<file path="src/i2cts_pkg.sv">
package i2cts_pkg;

  typedef enum logic [1:0] {
    OP_STATUS  = 2'd0,
    OP_MASTER  = 2'd1,
    OP_LISTEN  = 2'd2,
    OP_RESPOND = 2'd3
  } opcode_e;

  typedef enum logic [3:0] {
    ACT_START   = 4'd0,
    ACT_ADDRESS = 4'd1,
    ACT_SEND    = 4'd2,
    ACT_STORE   = 4'd3,
    ACT_ACK     = 4'd4,
    ACT_NACK    = 4'd5,
    ACT_STOP    = 4'd6,
    ACT_RELEASE = 4'd7,
    ACT_LISTEN  = 4'd8,
    ACT_ENABLE  = 4'd9,
    ACT_BLOCK   = 4'd10,
    ACT_ZERO    = 4'd11
  } action_e;

  // Bus status codes, the status byte shifted right by three.
  localparam logic [4:0] ST_START          = 5'd1;
  localparam logic [4:0] ST_RSTART         = 5'd2;
  localparam logic [4:0] ST_MT_SLA_ACK     = 5'd3;
  localparam logic [4:0] ST_MT_SLA_NACK    = 5'd4;
  localparam logic [4:0] ST_MT_DATA_ACK    = 5'd5;
  localparam logic [4:0] ST_MT_DATA_NACK   = 5'd6;
  localparam logic [4:0] ST_ARB_LOST       = 5'd7;
  localparam logic [4:0] ST_MR_SLA_ACK     = 5'd8;
  localparam logic [4:0] ST_MR_SLA_NACK    = 5'd9;
  localparam logic [4:0] ST_MR_DATA_ACK    = 5'd10;
  localparam logic [4:0] ST_MR_DATA_NACK   = 5'd11;
  localparam logic [4:0] ST_SR_SLA_ACK     = 5'd12;
  localparam logic [4:0] ST_SR_ARB_SLA     = 5'd13;
  localparam logic [4:0] ST_SR_GC_ACK      = 5'd14;
  localparam logic [4:0] ST_SR_ARB_GC      = 5'd15;
  localparam logic [4:0] ST_SR_DATA_ACK    = 5'd16;
  localparam logic [4:0] ST_SR_DATA_NACK   = 5'd17;
  localparam logic [4:0] ST_SR_GC_DATA_ACK = 5'd18;
  localparam logic [4:0] ST_SR_GC_DATA_NAK = 5'd19;
  localparam logic [4:0] ST_SR_STOP        = 5'd20;
  localparam logic [4:0] ST_ST_SLA_ACK     = 5'd21;
  localparam logic [4:0] ST_ST_ARB_SLA     = 5'd22;
  localparam logic [4:0] ST_ST_DATA_ACK    = 5'd23;
  localparam logic [4:0] ST_ST_DATA_NACK   = 5'd24;
  localparam logic [4:0] ST_ST_LAST_ACK    = 5'd25;

  localparam logic [1:0] SEL_MASTER_TX = 2'd0;
  localparam logic [1:0] SEL_MASTER_RX = 2'd1;
  localparam logic [1:0] SEL_SLAVE_RX  = 2'd2;
  localparam logic [1:0] SEL_SLAVE_TX  = 2'd3;

  localparam logic [5:0] ERR_SUCCESS = 6'h00;
  localparam logic [5:0] ERR_GENERIC = 6'h20;

  localparam int unsigned RunMax = 3;

  typedef struct packed {
    opcode_e    opcode;
    logic [4:0] status_code;
    logic [7:0] tx_length;
    logic [7:0] rx_length;
    logic [7:0] target_address;
    logic       lines_idle;
  } req_t;

  typedef struct packed {
    action_e    act;
    logic [7:0] data;
    logic [1:0] sel;
    logic [7:0] idx;
  } entry_t;

  typedef struct packed {
    logic [5:0] err;
    logic       busy;
    logic       mdone;
    logic       sdone;
  } flags_t;

  typedef struct packed {
    entry_t [RunMax-1:0] ent;
    logic   [1:0]        count;
    flags_t              flags;
  } run_t;

  typedef struct packed {
    logic       rmode;
    logic       busy;
    logic [7:0] addr;
    logic [7:0] mpos;
    logic [7:0] spos;
    logic [7:0] msc;
    logic [7:0] mrc;
    logic [7:0] src;
    logic [7:0] ssc;
    logic [5:0] err;
  } state_t;

  function automatic entry_t mk_ent(action_e act, logic [7:0] data, logic [1:0] sel,
                                    logic [7:0] idx);
    entry_t e;
    e.act  = act;
    e.data = data;
    e.sel  = sel;
    e.idx  = idx;
    return e;
  endfunction

endpackage

</file>
<file path="src/i2cts_ctrl.sv">
module i2cts_ctrl import i2cts_pkg::*; #(
  parameter int unsigned MaxLength = 255
) (
  input  logic clk_i,
  input  logic rst_ni,
  input  logic accept_i,
  input  req_t req_i,
  output run_t run_o
);

  localparam int unsigned CapInt = (MaxLength > 255) ? 255 : MaxLength;
  localparam logic [7:0]  LenCap = 8'(CapInt);

  state_t     s_q, s_d;
  entry_t     ent [RunMax];
  logic [1:0] n;
  logic       mdone, sdone;
  logic [7:0] txl, rxl;

  assign txl = (req_i.tx_length > LenCap) ? LenCap : req_i.tx_length;
  assign rxl = (req_i.rx_length > LenCap) ? LenCap : req_i.rx_length;

  always_comb begin
    s_d   = s_q;
    n     = 2'd0;
    mdone = 1'b0;
    sdone = 1'b0;
    for (int k = 0; k < RunMax; k++) begin
      ent[k] = mk_ent(ACT_START, 8'd0, 2'd0, 8'd0);
    end
    unique case (req_i.opcode)
      OP_STATUS: begin
        case (req_i.status_code) inside
          ST_START, ST_RSTART: begin
            s_d.mpos = 8'd0;
            s_d.busy = 1'b1;
            ent[n] = mk_ent(ACT_ADDRESS, {s_d.addr[7:1], s_d.rmode}, 2'd0, 8'd0);
            n = n + 2'd1;
          end
          ST_MT_SLA_ACK, ST_MT_DATA_ACK: begin
            if (s_d.mpos < s_d.msc) begin
              ent[n] = mk_ent(ACT_SEND, 8'd0, SEL_MASTER_TX, s_d.mpos);
              n = n + 2'd1;
              s_d.mpos = s_d.mpos + 8'd1;
            end else if (s_d.mrc != 8'd0) begin
              s_d.rmode = 1'b1;
              ent[n] = mk_ent(ACT_START, 8'd0, 2'd0, 8'd0);
              n = n + 2'd1;
              s_d.msc = 8'd0;
            end else begin
              s_d.err  = ERR_SUCCESS;
              ent[n] = mk_ent(ACT_STOP, 8'd0, 2'd0, 8'd0);
              n = n + 2'd1;
              s_d.busy = 1'b0;
              s_d.msc  = 8'd0;
              s_d.mrc  = 8'd0;
              mdone    = 1'b1;
              if (s_d.src != 8'd0) begin
                ent[n] = mk_ent(ACT_LISTEN, 8'd0, 2'd0, 8'd0);
                n = n + 2'd1;
              end
            end
          end
          ST_MT_SLA_NACK, ST_MT_DATA_NACK, ST_ARB_LOST, ST_MR_SLA_NACK: begin
            s_d.err = {1'b0, req_i.status_code};
            ent[n] = mk_ent((req_i.status_code == ST_ARB_LOST) ? ACT_RELEASE : ACT_STOP,
                            8'd0, 2'd0, 8'd0);
            n = n + 2'd1;
            s_d.busy = 1'b0;
            ent[n] = mk_ent((s_d.src != 8'd0) ? ACT_LISTEN : ACT_ENABLE, 8'd0, 2'd0, 8'd0);
            n = n + 2'd1;
            s_d.msc = 8'd0;
            s_d.mrc = 8'd0;
            mdone   = 1'b1;
          end
          ST_MR_SLA_ACK, ST_MR_DATA_ACK: begin
            if (req_i.status_code == ST_MR_DATA_ACK && s_d.mpos < s_d.mrc) begin
              ent[n] = mk_ent(ACT_STORE, 8'd0, SEL_MASTER_RX, s_d.mpos);
              n = n + 2'd1;
              s_d.mpos = s_d.mpos + 8'd1;
            end
            ent[n] = mk_ent((({1'b0, s_d.mpos} + 9'd1) < {1'b0, s_d.mrc}) ? ACT_ACK : ACT_NACK,
                            8'd0, 2'd0, 8'd0);
            n = n + 2'd1;
          end
          ST_MR_DATA_NACK: begin
            if (s_d.mpos < s_d.mrc) begin
              ent[n] = mk_ent(ACT_STORE, 8'd0, SEL_MASTER_RX, s_d.mpos);
              n = n + 2'd1;
            end
            s_d.err = {1'b0, req_i.status_code};
            ent[n] = mk_ent(ACT_STOP, 8'd0, 2'd0, 8'd0);
            n = n + 2'd1;
            s_d.busy = 1'b0;
            ent[n] = mk_ent((s_d.src != 8'd0) ? ACT_LISTEN : ACT_ENABLE, 8'd0, 2'd0, 8'd0);
            n = n + 2'd1;
            s_d.msc = 8'd0;
            s_d.mrc = 8'd0;
            mdone   = 1'b1;
          end
          ST_SR_SLA_ACK, ST_SR_ARB_SLA, ST_SR_GC_ACK, ST_SR_ARB_GC: begin
            if (s_d.src != 8'd0) begin
              s_d.spos = 8'd0;
              s_d.busy = 1'b1;
              ent[n] = mk_ent(ACT_ACK, 8'd0, 2'd0, 8'd0);
            end else begin
              s_d.err = {1'b0, req_i.status_code};
              ent[n] = mk_ent(ACT_NACK, 8'd0, 2'd0, 8'd0);
            end
            n = n + 2'd1;
          end
          ST_SR_DATA_ACK, ST_SR_DATA_NACK, ST_SR_GC_DATA_ACK, ST_SR_GC_DATA_NAK: begin
            if ((req_i.status_code == ST_SR_DATA_ACK ||
                 req_i.status_code == ST_SR_GC_DATA_ACK) && s_d.spos < s_d.src) begin
              ent[n] = mk_ent(ACT_STORE, 8'd0, SEL_SLAVE_RX, s_d.spos);
              n = n + 2'd1;
              ent[n] = mk_ent((({1'b0, s_d.spos} + 9'd1) < {1'b0, s_d.src}) ?
                              ACT_ACK : ACT_NACK, 8'd0, 2'd0, 8'd0);
              n = n + 2'd1;
              s_d.spos = s_d.spos + 8'd1;
            end else begin
              // A pending master request takes the bus once the slave side lets go.
              ent[n] = mk_ent((s_d.msc != 8'd0 || s_d.mrc != 8'd0) ? ACT_START : ACT_NACK,
                              8'd0, 2'd0, 8'd0);
              n = n + 2'd1;
            end
          end
          ST_SR_STOP: begin
            s_d.err  = {1'b0, ST_SR_STOP};
            s_d.busy = 1'b0;
            ent[n] = mk_ent(ACT_BLOCK, 8'd0, SEL_SLAVE_RX, s_d.spos);
            n = n + 2'd1;
            s_d.src = 8'd0;
            sdone   = 1'b1;
          end
          ST_ST_SLA_ACK, ST_ST_ARB_SLA, ST_ST_DATA_ACK: begin
            if (req_i.status_code != ST_ST_DATA_ACK) begin
              s_d.spos = 8'd0;
              s_d.busy = 1'b1;
            end
            if (s_d.spos < s_d.ssc) begin
              ent[n] = mk_ent(ACT_SEND, 8'd0, SEL_SLAVE_TX, s_d.spos);
              n = n + 2'd1;
              ent[n] = mk_ent((({1'b0, s_d.spos} + 9'd1) < {1'b0, s_d.ssc}) ?
                              ACT_ACK : ACT_NACK, 8'd0, 2'd0, 8'd0);
              n = n + 2'd1;
              s_d.spos = s_d.spos + 8'd1;
            end else begin
              ent[n] = mk_ent(ACT_ZERO, 8'd0, 2'd0, 8'd0);
              n = n + 2'd1;
              ent[n] = mk_ent(ACT_NACK, 8'd0, 2'd0, 8'd0);
              n = n + 2'd1;
            end
          end
          ST_ST_DATA_NACK, ST_ST_LAST_ACK: begin
            ent[n] = mk_ent(ACT_ENABLE, 8'd0, 2'd0, 8'd0);
            n = n + 2'd1;
            s_d.err  = {1'b0, req_i.status_code};
            s_d.busy = 1'b0;
            s_d.ssc  = 8'd0;
            sdone    = 1'b1;
            if (s_d.msc != 8'd0 || s_d.mrc != 8'd0) begin
              ent[n] = mk_ent(ACT_START, 8'd0, 2'd0, 8'd0);
              n = n + 2'd1;
            end
          end
          default: begin
            // Bus error, no-information status or a code the core never reports.
            s_d.err  = ERR_GENERIC;
            s_d.spos = 8'd0;
            s_d.mpos = 8'd0;
            s_d.msc  = 8'd0;
            s_d.mrc  = 8'd0;
            s_d.src  = 8'd0;
            s_d.ssc  = 8'd0;
            ent[n] = mk_ent(ACT_RELEASE, 8'd0, 2'd0, 8'd0);
            n = n + 2'd1;
            s_d.busy = 1'b0;
            mdone    = 1'b1;
            sdone    = 1'b1;
          end
        endcase
      end
      OP_MASTER: begin
        if (txl == 8'd0 && rxl == 8'd0) begin
          s_d.msc = 8'd0;
          s_d.mrc = 8'd0;
        end else begin
          s_d.msc   = txl;
          s_d.mrc   = rxl;
          s_d.addr  = req_i.target_address;
          s_d.rmode = (txl == 8'd0);
          if (!s_q.busy && req_i.lines_idle) begin
            ent[n] = mk_ent(ACT_START, 8'd0, 2'd0, 8'd0);
            n = n + 2'd1;
          end
        end
      end
      OP_LISTEN: begin
        s_d.src = rxl;
        if (!s_q.busy) begin
          ent[n] = mk_ent(((s_q.msc != 8'd0 || s_q.mrc != 8'd0) && req_i.lines_idle) ?
                          ACT_START : ACT_LISTEN, 8'd0, 2'd0, 8'd0);
          n = n + 2'd1;
        end
      end
      OP_RESPOND: begin
        if (txl != 8'd0) begin
          s_d.spos = 8'd0;
          s_d.ssc  = txl;
          ent[n] = mk_ent(ACT_LISTEN, 8'd0, 2'd0, 8'd0);
        end else if (s_q.msc != 8'd0 || s_q.mrc != 8'd0) begin
          ent[n] = mk_ent(ACT_START, 8'd0, 2'd0, 8'd0);
        end else begin
          s_d.busy = 1'b0;
          ent[n] = mk_ent(ACT_ENABLE, 8'd0, 2'd0, 8'd0);
        end
        n = n + 2'd1;
      end
      default: begin
        s_d = s_q;
      end
    endcase
  end

  always_comb begin
    for (int k = 0; k < RunMax; k++) begin
      run_o.ent[k] = ent[k];
    end
    run_o.count       = n;
    run_o.flags.err   = s_d.err;
    run_o.flags.busy  = s_d.busy;
    run_o.flags.mdone = mdone;
    run_o.flags.sdone = sdone;
  end

  always_ff @(posedge clk_i or negedge rst_ni) begin
    if (!rst_ni) begin
      s_q <= '0;
    end else if (accept_i) begin
      s_q <= s_d;
    end
  end

endmodule

</file>
<file path="src/i2cts_run_buf.sv">
module i2cts_run_buf import i2cts_pkg::*; (
  input  logic   clk_i,
  input  logic   rst_ni,
  input  logic   push_i,
  input  run_t   run_i,
  output logic   ready_o,
  output logic   valid_o,
  input  logic   ready_i,
  output entry_t head_o,
  output flags_t flags_o,
  output logic   last_o
);

  entry_t [RunMax-1:0] ent_q, ent_d;
  flags_t              flags_q;
  logic   [1:0]        cnt_q, cnt_d;
  logic                pop;

  assign valid_o = (cnt_q != 2'd0);
  assign pop     = valid_o && ready_i;
  // A new request may load once the run held here is gone or leaves this cycle.
  assign ready_o = (cnt_q == 2'd0) || (cnt_q == 2'd1 && ready_i);
  assign head_o  = ent_q[0];
  assign flags_o = flags_q;
  assign last_o  = (cnt_q == 2'd1);

  always_comb begin
    ent_d = ent_q;
    cnt_d = cnt_q;
    if (push_i) begin
      ent_d = run_i.ent;
      cnt_d = run_i.count;
    end else if (pop) begin
      for (int k = 0; k < RunMax - 1; k++) begin
        ent_d[k] = ent_q[k+1];
      end
      cnt_d = cnt_q - 2'd1;
    end
  end

  always_ff @(posedge clk_i or negedge rst_ni) begin
    if (!rst_ni) begin
      cnt_q <= 2'd0;
    end else begin
      cnt_q <= cnt_d;
    end
  end

  always_ff @(posedge clk_i) begin
    ent_q <= ent_d;
    if (push_i) begin
      flags_q <= run_i.flags;
    end
  end

  a_push_only_when_drained: assert property (@(posedge clk_i) disable iff (!rst_ni)
    push_i |-> (cnt_q == 2'd0 || (cnt_q == 2'd1 && ready_i)))
    else $error("run loaded over undelivered results");

  a_pop_decrements: assert property (@(posedge clk_i) disable iff (!rst_ni)
    (pop && !push_i) |=> (cnt_q == $past(cnt_q) - 2'd1))
    else $error("result count did not step down on delivery");

  a_load_shows_first: assert property (@(posedge clk_i) disable iff (!rst_ni)
    (push_i && run_i.count != 2'd0) |=>
      (valid_o && head_o == $past(run_i.ent[0]) && cnt_q == $past(run_i.count)))
    else $error("first action of a run not presented");

endmodule

</file>
<file path="src/i2c_transaction_sequencer_top.sv">
// Two-wire transaction sequencer above a byte-level bus core.
// Request channel: in_valid_i/in_ready_o carry one request (opcode, status
// code, lengths, target address, line state). Result channel:
// out_valid_o/out_ready_i carry one action for the byte core at a time.
// A request produces a run of zero to three actions; last_o marks the final
// action of a run and the flag and error fields are equal across a run.
// The sequencer state is updated in the cycle a request is taken, and the
// run is loaded into the output register, so the first action appears in the
// cycle after acceptance. Actions leave one per cycle from that register
// while the receiver is ready. A request waits for the run before it: the next
// request is taken in the cycle the last action of the current run is
// delivered, or at once when the output register is empty.
// When the receiver stalls, the held action stays on the port and requests
// wait until the run has drained to its final action being taken.
// Reset clears all sequencer state (lengths, positions, busy, mode, error)
// and empties the output register; no clearing pass is needed.
module i2c_transaction_sequencer_top import i2cts_pkg::*; #(
  parameter int unsigned MaxLength = 255
) (
  input  logic       clk_i,
  input  logic       rst_ni,
  input  logic       in_valid_i,
  output logic       in_ready_o,
  input  logic [1:0] opcode_i,
  input  logic [4:0] status_code_i,
  input  logic [7:0] tx_length_i,
  input  logic [7:0] rx_length_i,
  input  logic [7:0] target_address_i,
  input  logic       lines_idle_i,
  output logic       out_valid_o,
  input  logic       out_ready_i,
  output logic [3:0] action_o,
  output logic [7:0] data_byte_o,
  output logic [1:0] buffer_select_o,
  output logic [7:0] buffer_index_o,
  output logic [4:0] error_status_o,
  output logic       error_generic_o,
  output logic       busy_flag_o,
  output logic       master_done_o,
  output logic       slave_done_o,
  output logic       last_o
);

  req_t   req;
  run_t   run;
  entry_t head;
  flags_t flags;
  logic   accept;

  assign req.opcode         = opcode_e'(opcode_i);
  assign req.status_code    = status_code_i;
  assign req.tx_length      = tx_length_i;
  assign req.rx_length      = rx_length_i;
  assign req.target_address = target_address_i;
  assign req.lines_idle     = lines_idle_i;

  assign accept = in_valid_i && in_ready_o;

  i2cts_ctrl #(
    .MaxLength(MaxLength)
  ) u_ctrl (
    .clk_i    (clk_i),
    .rst_ni   (rst_ni),
    .accept_i (accept),
    .req_i    (req),
    .run_o    (run)
  );

  i2cts_run_buf u_run_buf (
    .clk_i   (clk_i),
    .rst_ni  (rst_ni),
    .push_i  (accept),
    .run_i   (run),
    .ready_o (in_ready_o),
    .valid_o (out_valid_o),
    .ready_i (out_ready_i),
    .head_o  (head),
    .flags_o (flags),
    .last_o  (last_o)
  );

  assign action_o        = head.act;
  assign data_byte_o     = head.data;
  assign buffer_select_o = head.sel;
  assign buffer_index_o  = head.idx;
  assign error_status_o  = flags.err[4:0];
  assign error_generic_o = flags.err[5];
  assign busy_flag_o     = flags.busy;
  assign master_done_o   = flags.mdone;
  assign slave_done_o    = flags.sdone;

endmodule

</file>
<file path="config.mk">
export PLATFORM = sky130hd
export DESIGN_NAME = i2c_transaction_sequencer_top
export DESIGN_NICKNAME = d
export VERILOG_FILES = /design/src/i2cts_pkg.sv /design/src/i2cts_ctrl.sv /design/src/i2cts_run_buf.sv /design/src/i2c_transaction_sequencer_top.sv
export SDC_FILE = /design/constraint.sdc
export NUM_CORES = 1
export LEC_CHECK = 0
export ABC_CLOCK_PERIOD_IN_PS = 4900
export BUFFER_PORTS_ARGS = -buffer_cell sky130_fd_sc_hd__buf_2
export CORE_MARGIN = 2
export CORE_UTILIZATION = 40
export CTS_CLUSTER_SIZE = 20
export DETAILED_ROUTE_END_ITERATION = 7
export GPL_TIMING_DRIVEN = 0
export PLACE_DENSITY = 0.64
export SETUP_SLACK_MARGIN = 0.1
export SYNTH_ARGS = -nofsm -noshare
export SYNTH_HDL_FRONTEND = slang
export SYNTH_SLANG_ARGS = --single-unit
export TNS_END_PERCENT = 20
</file>
<file path="constraint.sdc">
create_clock -name clk_i -period 4.9 [get_ports clk_i]
set_clock_uncertainty 0.05 [all_clocks]
set_input_delay 1.225 -clock clk_i [delete_from_list [all_inputs] [get_ports clk_i]]
set_output_delay 1.225 -clock clk_i [all_outputs]
set_load 0.02 [all_outputs]
</file>
======== Yosys cells after proc, flatten, opt, wreduce, memory -nomap -nowiden ========
Cells that the tools add are included.
storage, ports and cells
  input bits .............................. 36
  output and inout bits ................... 34
  bits in registers ....................... 141
  logic and storage cells ................. 401
cells by class
  bitwise logic cells ..................... 8
  reduce and logical (&&, ||, !) cells .... 47
  muxes and demuxes ....................... 228
  $lt $le $gt $ge ......................... 15
  eq/ne operators ......................... 66
  $add $sub $neg .......................... 10
operator list
  cell                   number
  $mux W22               46
  $mux W8                62
  $mux W16               12
  $mux W44               4
  $bwmux W66             2
  $demux W22 S2          3
  $pmux W22 S4           1
  $mux W6                14
  $and A60 B60 Y60       1
  $not A60 Y60           1
  $mux W2                29
  $eq A5 B5 Y1 const B   10
  $pmux W8 S2            3
  $mux W21               2
  $mux W1                41
  $eq A5 B4 Y1 const B   8
  $mux W20               2
  $lt A8 B8 Y1           4
  $ne A4 B4 Y1 const B   8
  $pmux W16 S2           1
  $reduce_bool A8 Y1     4
  $add A8 B1 Y9 const B  3
  $lt A9 B8 Y1           3
  $ne A5 B4 Y1 const B   5
  41 further kinds       105

======== Depth between registers and ports, before layout ========
Gate-level depths: netlist of run 1.
  depth in word-level cells ............... 27
  depth in mapped cells ................... 20
  gate-level depth less buffers ........... 20

======== Modules after synthesis ========
From an unflattened synthesis of run 1, not the netlist that was laid out.
unflattened totals
  cells, all modules ...................... 1018
  area, all modules ....................... 9656.8 µm²
by module, submodules not included
  module                         instances  area each (µm²)  cells an instance  sequential area each (µm²)
  i2cts_ctrl                     1          6523.8           852                1576.5
  i2cts_run_buf                  1          3126.7           165                2302.2
  i2c_transaction_sequencer_top  1          6.3              1                  0.0

======== Least setup slack after synthesis of run 1 ========
No wires, ideal clock.
  path kind ............................... input to register
  from .................................... input port status_code_i[0]
  to ...................................... register u_run_buf.ent_q[40] in the netlist's numbering (data pin)
  library setup time ...................... 260 ps
  stages .................................. 16
  arrival ................................. 4163 ps
  slack ................................... 427 ps
  required time ........................... 4590 ps
  path through ............................ clkbuf_8 nor4b_1 and2_1 clkbuf_1 nand2_1 nor4_1 a22o_1 nand2_1 xnor2_1 ha_1 a2111oi_0 nand3_1 a21oi_1 o32ai_1 a21oi_1 o21ai_0
RTL lines
  what                  line                                 text
  start, declared       i2c_transaction_sequencer_top.sv:25  input logic [4:0] status_code_i,
  end signal, assigned  i2cts_run_buf.sv:50                  ent_q <= ent_d;
  end, declared         i2cts_run_buf.sv:14                  entry_t [RunMax-1:0] ent_q, ent_d;

==> impl_metrics.env, run 1 <==
export IMPL_status="completed"
export IMPL_antenna_found_initial=0
export IMPL_wl_per_cell_um=19.6
export IMPL_dp_slack_ps=-574
export IMPL_required_ps=4970
export IMPL_syn_to_final_growth_pct=13.4
export IMPL_p_leak_uw=0.00396
export IMPL_die_area_um2=20400
export IMPL_rows=50
export IMPL_cts_hold_buf=0
export IMPL_drv_slew=0
export IMPL_post_route_drc_count=0
export IMPL_diodes=0
export IMPL_drv_cap=0
export IMPL_relSlewSlack_pct=22.8
export IMPL_cts_tree="built"
export IMPL_rsz0062_at_grt="no"
export IMPL_fin_nets=1056
export IMPL_initialDrtViolationCount=798
export IMPL_fin_ws_ps=385
export IMPL_synth_area_per_cell_um2=8.76
export IMPL_cp_end_kind="register"
export IMPL_cts_max_level=3
export IMPL_hold_viol_final=0
export IMPL_grtUsageTotal_pct=24.3
export IMPL_cts_root_buffer="clkbuf_16"
export IMPL_via_per_inst=5.81
export IMPL_finalSetupTns_ps=0
export IMPL_grt_overflow_total=0
export IMPL_timing_worst_setup_path_type="primary input to register"
export IMPL_final_cell_mix="101 x nand2_1, 69 x buf_2, 65 x dfrtp_1, 64 x nor2_1, 62 x o21ai_0"
export IMPL_worst_pin_slew_ps=1160
export IMPL_clock_latency_ps=370
export IMPL_fillers=1857
export IMPL_core_um2=18800
export IMPL_cts_buffers=9
export IMPL_grt_pass1_vias=6793
export IMPL_initial_utilization_pct=41.0
export IMPL_pin_count=70
export IMPL_crit_fanout=12
export IMPL_clock_fmax_mhz=221
export IMPL_place_area_um2=8410
export IMPL_synth_edf_count=37
export IMPL_finalCritPeriodShare_pct=92.1
export IMPL_period_needed_ps=4520
export IMPL_synth_distinct_cells=73
export IMPL_ys_warn_count=0
export IMPL_synth_fp_nets=976
export IMPL_p_per_area_nw_per_um2=443
export IMPL_crit_arrival_ps=4590
export IMPL_synth_cells=881
export IMPL_clockBufferDepth=2
export IMPL_gp_congestion=0.961
export IMPL_setup_viol=0
export IMPL_dp_hpwl_um=18300
export IMPL_die_h_um=143
export IMPL_grt_max_degree=45
export IMPL_grt_pass1_wl_um=37600
export IMPL_synthFlopType="dfrtp_1"
export IMPL_final_cell_area_um2=8750
export IMPL_yosysSeqAreaShare_pct=35.5
export IMPL_drt_total_wl_um=24000
export IMPL_synth_area_um2=7710
export IMPL_synth_seq_cells=102
export IMPL_critPathLaunchType="primary input"
export IMPL_hold_class="register to register"
export IMPL_path_clk_slew_ps=70
export IMPL_final_common_cell="nand2_1"
export IMPL_drive_gt1_share_pct=16.3
export IMPL_ir_drop_v=0.000191
export IMPL_die_w_um=143
export IMPL_ys_async_sr_fraction_pct=63.7
export IMPL_portBuffers=67
export IMPL_ant_nets=0
export IMPL_detail_route_first_pass_iterations=6
export IMPL_num_vias=7129
export IMPL_cts_sinks=102
[synth_stat cells, drive strengths merged (14+ instances only)]
cell type    n  area (µm²)
nand2      102         383
buf         32         249
ha          59         738
inv         53         199
o21ai       67         347
nand3       33         165
dfrtp       65        1630
clkbuf      37         199
nor2        65         246
edfxtp      37        1110
xnor2       15         131
and3        14        90.1
a21oi       53         265
and2        18         113
mux2i       20         200
[stage by stage]
stage	hold slack [ps]	std cells	utilization [%]	power (µW)
2_1_floorplan	401	881	-	2560
3_3_place_gp	416	1208	44.5	3080
3_5_place_dp	430	1209	44.6	3110
4_1_cts	447	1225	46.3	3850
5_1_grt	468	1226	46.5	4140
6_report	444	1226	46.5	3870
[critical path, cell delays in order]
cell	delay [ps]
buf_2	250
and2_1	240
clkbuf_1	360
and3_2	320
ha_1	240
and3_1	170
nand3_1	140
xor2_1	180
nor2_1	110
ha_1	250
a21o_1	170
a211oi_1	240
nand3_1	160
a211o_1	320
a21oi_1	120
o21ai_0	90
[area by class of cell]
class | instances | area, µm² | area share (%)
timing repair buffer | 70 | 380 | 4.35
clock buffer | 10 | 239 | 2.73
inverter | 53 | 199 | 2.27
sequential | 102 | 2740 | 31.3
multi-input combinational | 656 | 4350 | 49.7
tap | 260 | 325 | 3.72
buffer | 69 | 467 | 5.33
clock inverter | 6 | 48.8 | 0.558
[metal layers]
layer  vias to the layer above  wire [µm]  track usage [%]
met4                         0       1020             12.2
met1                      3389      10400             33.1
met5                         -          0                0
met2                       323      10800             37.6
met3                        64       1760             3.55
li1                       3353          -                -
[flip-flops by register name, summed over array words and instances, names as in the netlist]
register           flops
u_run_buf.cnt_q        2
u_ctrl.s_q            63
u_run_buf.ent_q        6
u_run_buf.flags_o      9
u_run_buf.head_o      22
[path summary, 6_finish.rpt]
path	start	to	slack [ps]	depth (start not counted)
worst max-delay path	status_code_i[1]	u_run_buf.ent_q[40]$_DFFE_PP_	380	16
worst max register to register	u_ctrl.s_q[47]$_DFFE_PN0P_	u_run_buf.head_o[18]$_DFFE_PP_	430	16
max in group asynchronous	rst_ni	u_ctrl.s_q[3]$_DFFE_PN0P_	3550	2
worst min register to register	u_ctrl.s_q[1]$_DFFE_PN0P_	u_ctrl.s_q[1]$_DFFE_PN0P_	440	1
worst min-delay path	u_ctrl.s_q[1]$_DFFE_PN0P_	u_ctrl.s_q[1]$_DFFE_PN0P_	440	1
min in group asynchronous	rst_ni	u_ctrl.s_q[32]$_DFFE_PN0P_	690	1
[power breakdown]
part / switching (µW) / internal [µW] / leakage (µW)
clock: 363 / 367 / 0.000141
combinational: 1110 / 677 / 0.00260
sequential: 169 / 1180 / 0.00122
total: 1640 / 2230 / 0.00396
[cells by family after synthesis]
kind of cell | count (synthesis) | synth area share, %
XOR/XNOR | 25 | 2.84
multiplexers | 29 | 3.91
flip-flops | 102 | 35.5
adder cells (fa/ha/maj) | 59 | 9.57
buffers and inverters | 123 | 8.63
AND/OR/NAND/NOR | 300 | 18.4
AO/OA/AOI/OAI | 243 | 21.1
[what timing repair did]
| action | 4_1_cts | 5_1_grt |
|---|---|---|
| resized for setup | 5 | 8 |
| cloned | 0 | 0 |
| setup endpoints to repair | 2 | 7 |
| buffers inserted | 0 | 2 |
| pin swaps | 0 | 2 |
No activity file was read; power rests on OpenSTA's default activity.
==> inputs of run 2 (changes only) <==
- ABC_AREA: unset -> 1
- CTS_BUF_LIST: unset -> sky130_fd_sc_hd__clkbuf_8
==> impl_metrics.env, run 2 <==
export IMPL_status="completed"
export IMPL_drv_slew=0
export IMPL_crit_arrival_ps=4480
export IMPL_top_layer="met4"
export IMPL_fillers=1919
export IMPL_drive_gt1_share_pct=15.1
export IMPL_die_area_um2=20300
export IMPL_grt_pass1_vias=6535
export IMPL_synth_area_um2=7690
export IMPL_finalCritPeriodShare_pct=89.1
export IMPL_crit_fanout=10
export IMPL_synthXorXnorAreaFrac_pct=0.911
export IMPL_synth_mux_area_share_pct=0
export IMPL_drv_cap=0
export IMPL_whs_ps=446
export IMPL_num_vias=7193
export IMPL_synth_fp_nets=1135
export IMPL_relSlewSlack_pct=35.1
export IMPL_cts_tree="built"
export IMPL_grtUsageTotal_pct=22.0
export IMPL_required_ps=5010
export IMPL_hold_viol_final=0
export IMPL_initial_utilization_pct=41.0
export IMPL_synth_simple_area_share_pct=25.6
export IMPL_pin_count=70
export IMPL_largest_register="u_ctrl.s_q"
export IMPL_cts_root_buffer="clkbuf_8"
export IMPL_clock_fmax_mhz=229
export IMPL_cts_sinks=102
export IMPL_synthFlopType="dfrtp_1"
export IMPL_gp_congestion=0.998
export IMPL_clockBufferDepth=2
export IMPL_die_w_um=143
export IMPL_final_cell_area_um2=8560
export IMPL_antenna_found_initial=0
export IMPL_ctsResizeCount=0
export IMPL_grt_max_degree=66
export IMPL_post_route_drc_count=0
export IMPL_cp_startpoint="status_code_i[2]"
export IMPL_setup_viol=0
export IMPL_initialDrtViolationCount=542
export IMPL_synth_cells=1040
export IMPL_cp_end_kind="register"
export IMPL_core_um2=18800
export IMPL_syn_to_final_growth_pct=11.3
export IMPL_largest_register_ff_count=63
export IMPL_rsz0062_at_grt="no"
export IMPL_place_area_um2=8350
export IMPL_p_leak_uw=0.00424
export IMPL_rows=50
export IMPL_synth_common_cells="198 x nand2_1, 155 x inv_1, 104 x nor2_1"
export IMPL_synth_distinct_cells=52
export IMPL_final_common_cell="nand2_1"
export IMPL_synth_compound_area_share_pct=16.3
export IMPL_finalSetupTns_ps=0
export IMPL_ir_drop_v=0.000285
export IMPL_period_needed_ps=4370
export IMPL_detail_route_first_pass_iterations=5
export IMPL_wl_met2_um=9200
export IMPL_total_power_uw=4550
export IMPL_die_h_um=143
export IMPL_ant_nets=0
export IMPL_grt_overflow_total=0
export IMPL_final_cell_mix="198 x nand2_1, 155 x inv_1, 104 x nor2_1, 98 x o21ai_0, 79 x buf_2"
export IMPL_fin_ws_ps=533
export IMPL_cts_hold_buf=0
export IMPL_r2r_start="u_ctrl.s_q[51]$_DFFE_PN0P_"
export IMPL_synth_area_top_cells="dfrtp_1 21%, edfxtp_1 14%, nand2_1 9.7%"
export IMPL_yosysTopAreaCell="dfrtp_1"
export IMPL_via_per_inst=5.30
export IMPL_yosysMostFrequentCell="nand2_1"
export IMPL_synth_top_family_by_area="simple AND/OR/NAND/NOR gates"
export IMPL_ys_warn_count=0
export IMPL_rrSetupSlack_ps=820
export IMPL_dp_hpwl_um=17000
export IMPL_yosysSeqAreaShare_pct=35.6
export IMPL_ys_async_sr_fraction_pct=63.7
export IMPL_synth_edf_count=37
export IMPL_dr_wl_met3_um=1420
export IMPL_diodes=0
export IMPL_synth_seq_cells=102
export IMPL_p_per_area_nw_per_um2=531
export IMPL_synth_top_area_share_pct=21.2
export IMPL_min_delay_start="u_run_buf.cnt_q[1]$_DFFE_PN0P_"
export IMPL_dp_slack_ps=132
export IMPL_portBuffers=67
export IMPL_path_clk_slew_ps=110
export IMPL_critPathLaunchType="primary input"
export IMPL_cts_max_level=3
export IMPL_grt_pass1_wl_um=35100
export IMPL_synthAdderAreaFrac_pct=9.60
export IMPL_post_cts_buffers=0
export IMPL_wl_per_cell_um=16.0
export IMPL_hold_class="register to register"
export IMPL_worst_pin_slew_ps=972
export IMPL_clock_latency_ps=400
export IMPL_cts_buffers=9
export IMPL_synth_area_per_cell_um2=7.39
export IMPL_drt_total_wl_um=21800
export IMPL_timing_worst_setup_path_type="primary input to register"
export IMPL_fin_nets=1214
export IMPL_wl_met1_um=10600
run 2: cell types whose count changed after synthesis, sizes merged, moves of 25 or more:
cell    previous run  this run
clkbuf            37        12
inv               53       163
nand2            102       206
o21ai             67       107
nor2              65       117
nand3             33        72
run 2: stage by stage:
stage,cells,utilization [%]
2_1_floorplan,1040,-
3_3_place_gp,1341,44.3
3_5_place_dp,1342,44.5
4_1_cts,1358,45.6
5_1_grt,1358,45.6
6_report,1358,45.6
run 2: worst max-delay path, cell delays in order:
cell and delay (ps):
buf_2 120, inv_1 50, nand2_1 70, nor2_2 170, nand2_2 150, nor2_4 190
nand3_1 110, buf_2 200, nand2_1 90, nand2_1 80, inv_1 80, ha_1 180
nand3_1 80, nor2_1 220, xor2_1 210, ha_1 270, inv_1 80, nor3_1 50
a211oi_1 160, nand2_1 80, nand2_1 60, nand2_1 50, nand2_1 90, a21oi_1 90
o21ai_1 240, nand2_1 80
run 2: layout make-up:
| cell class | count | area, µm² | share of cell area (%) |
|---|---|---|---|
| Buffer | 48 | 287 | 3.35 |
| Clock buffer | 9 | 124 | 1.45 |
| Clock inverter | 7 | 86.3 | 1.01 |
| Inverter | 169 | 638 | 7.46 |
| Multi-Input combinational cell | 721 | 4030 | 47.1 |
| Sequential cell | 102 | 2740 | 32.0 |
| Tap cell | 234 | 293 | 3.42 |
| Timing Repair Buffer | 68 | 365 | 4.27 |
run 2: per-layer routing:
layer,global-route usage (%),vias up
li1,-,3609
met4,6.57,0
met3,3.29,42
met1,32.1,3271
met5,0,-
met2,33.9,271
run 2: cell families after synthesis:
family | count (synthesis)
buffers and inverters | 217
AND/OR/NAND/NOR | 440
AO/OA/AOI/OAI | 214
flip-flops | 102
adder cells (fa/ha/maj) | 59
XOR/XNOR | 8
run 2: power breakdown:
part | switching, µW | internal, µW
Combinational | 1620 | 867
Clock | 354 | 206
Sequential | 225 | 1270
run 2: worst paths after layout:
check / endpoint / cells after the start
worst max register to register: u_run_buf.ent_q[40]$_DFFE_PP_ / 23
worst max-delay path: u_run_buf.ent_q[40]$_DFFE_PP_ / 26
worst min-delay path: u_run_buf.cnt_q[1]$_DFFE_PN0P_ / 2
min in group asynchronous: u_ctrl.s_q[56]$_DFFE_PN0P_ / 2
worst min register to register: u_run_buf.cnt_q[1]$_DFFE_PN0P_ / 2
max in group asynchronous: u_ctrl.s_q[13]$_DFFE_PN0P_ / 2
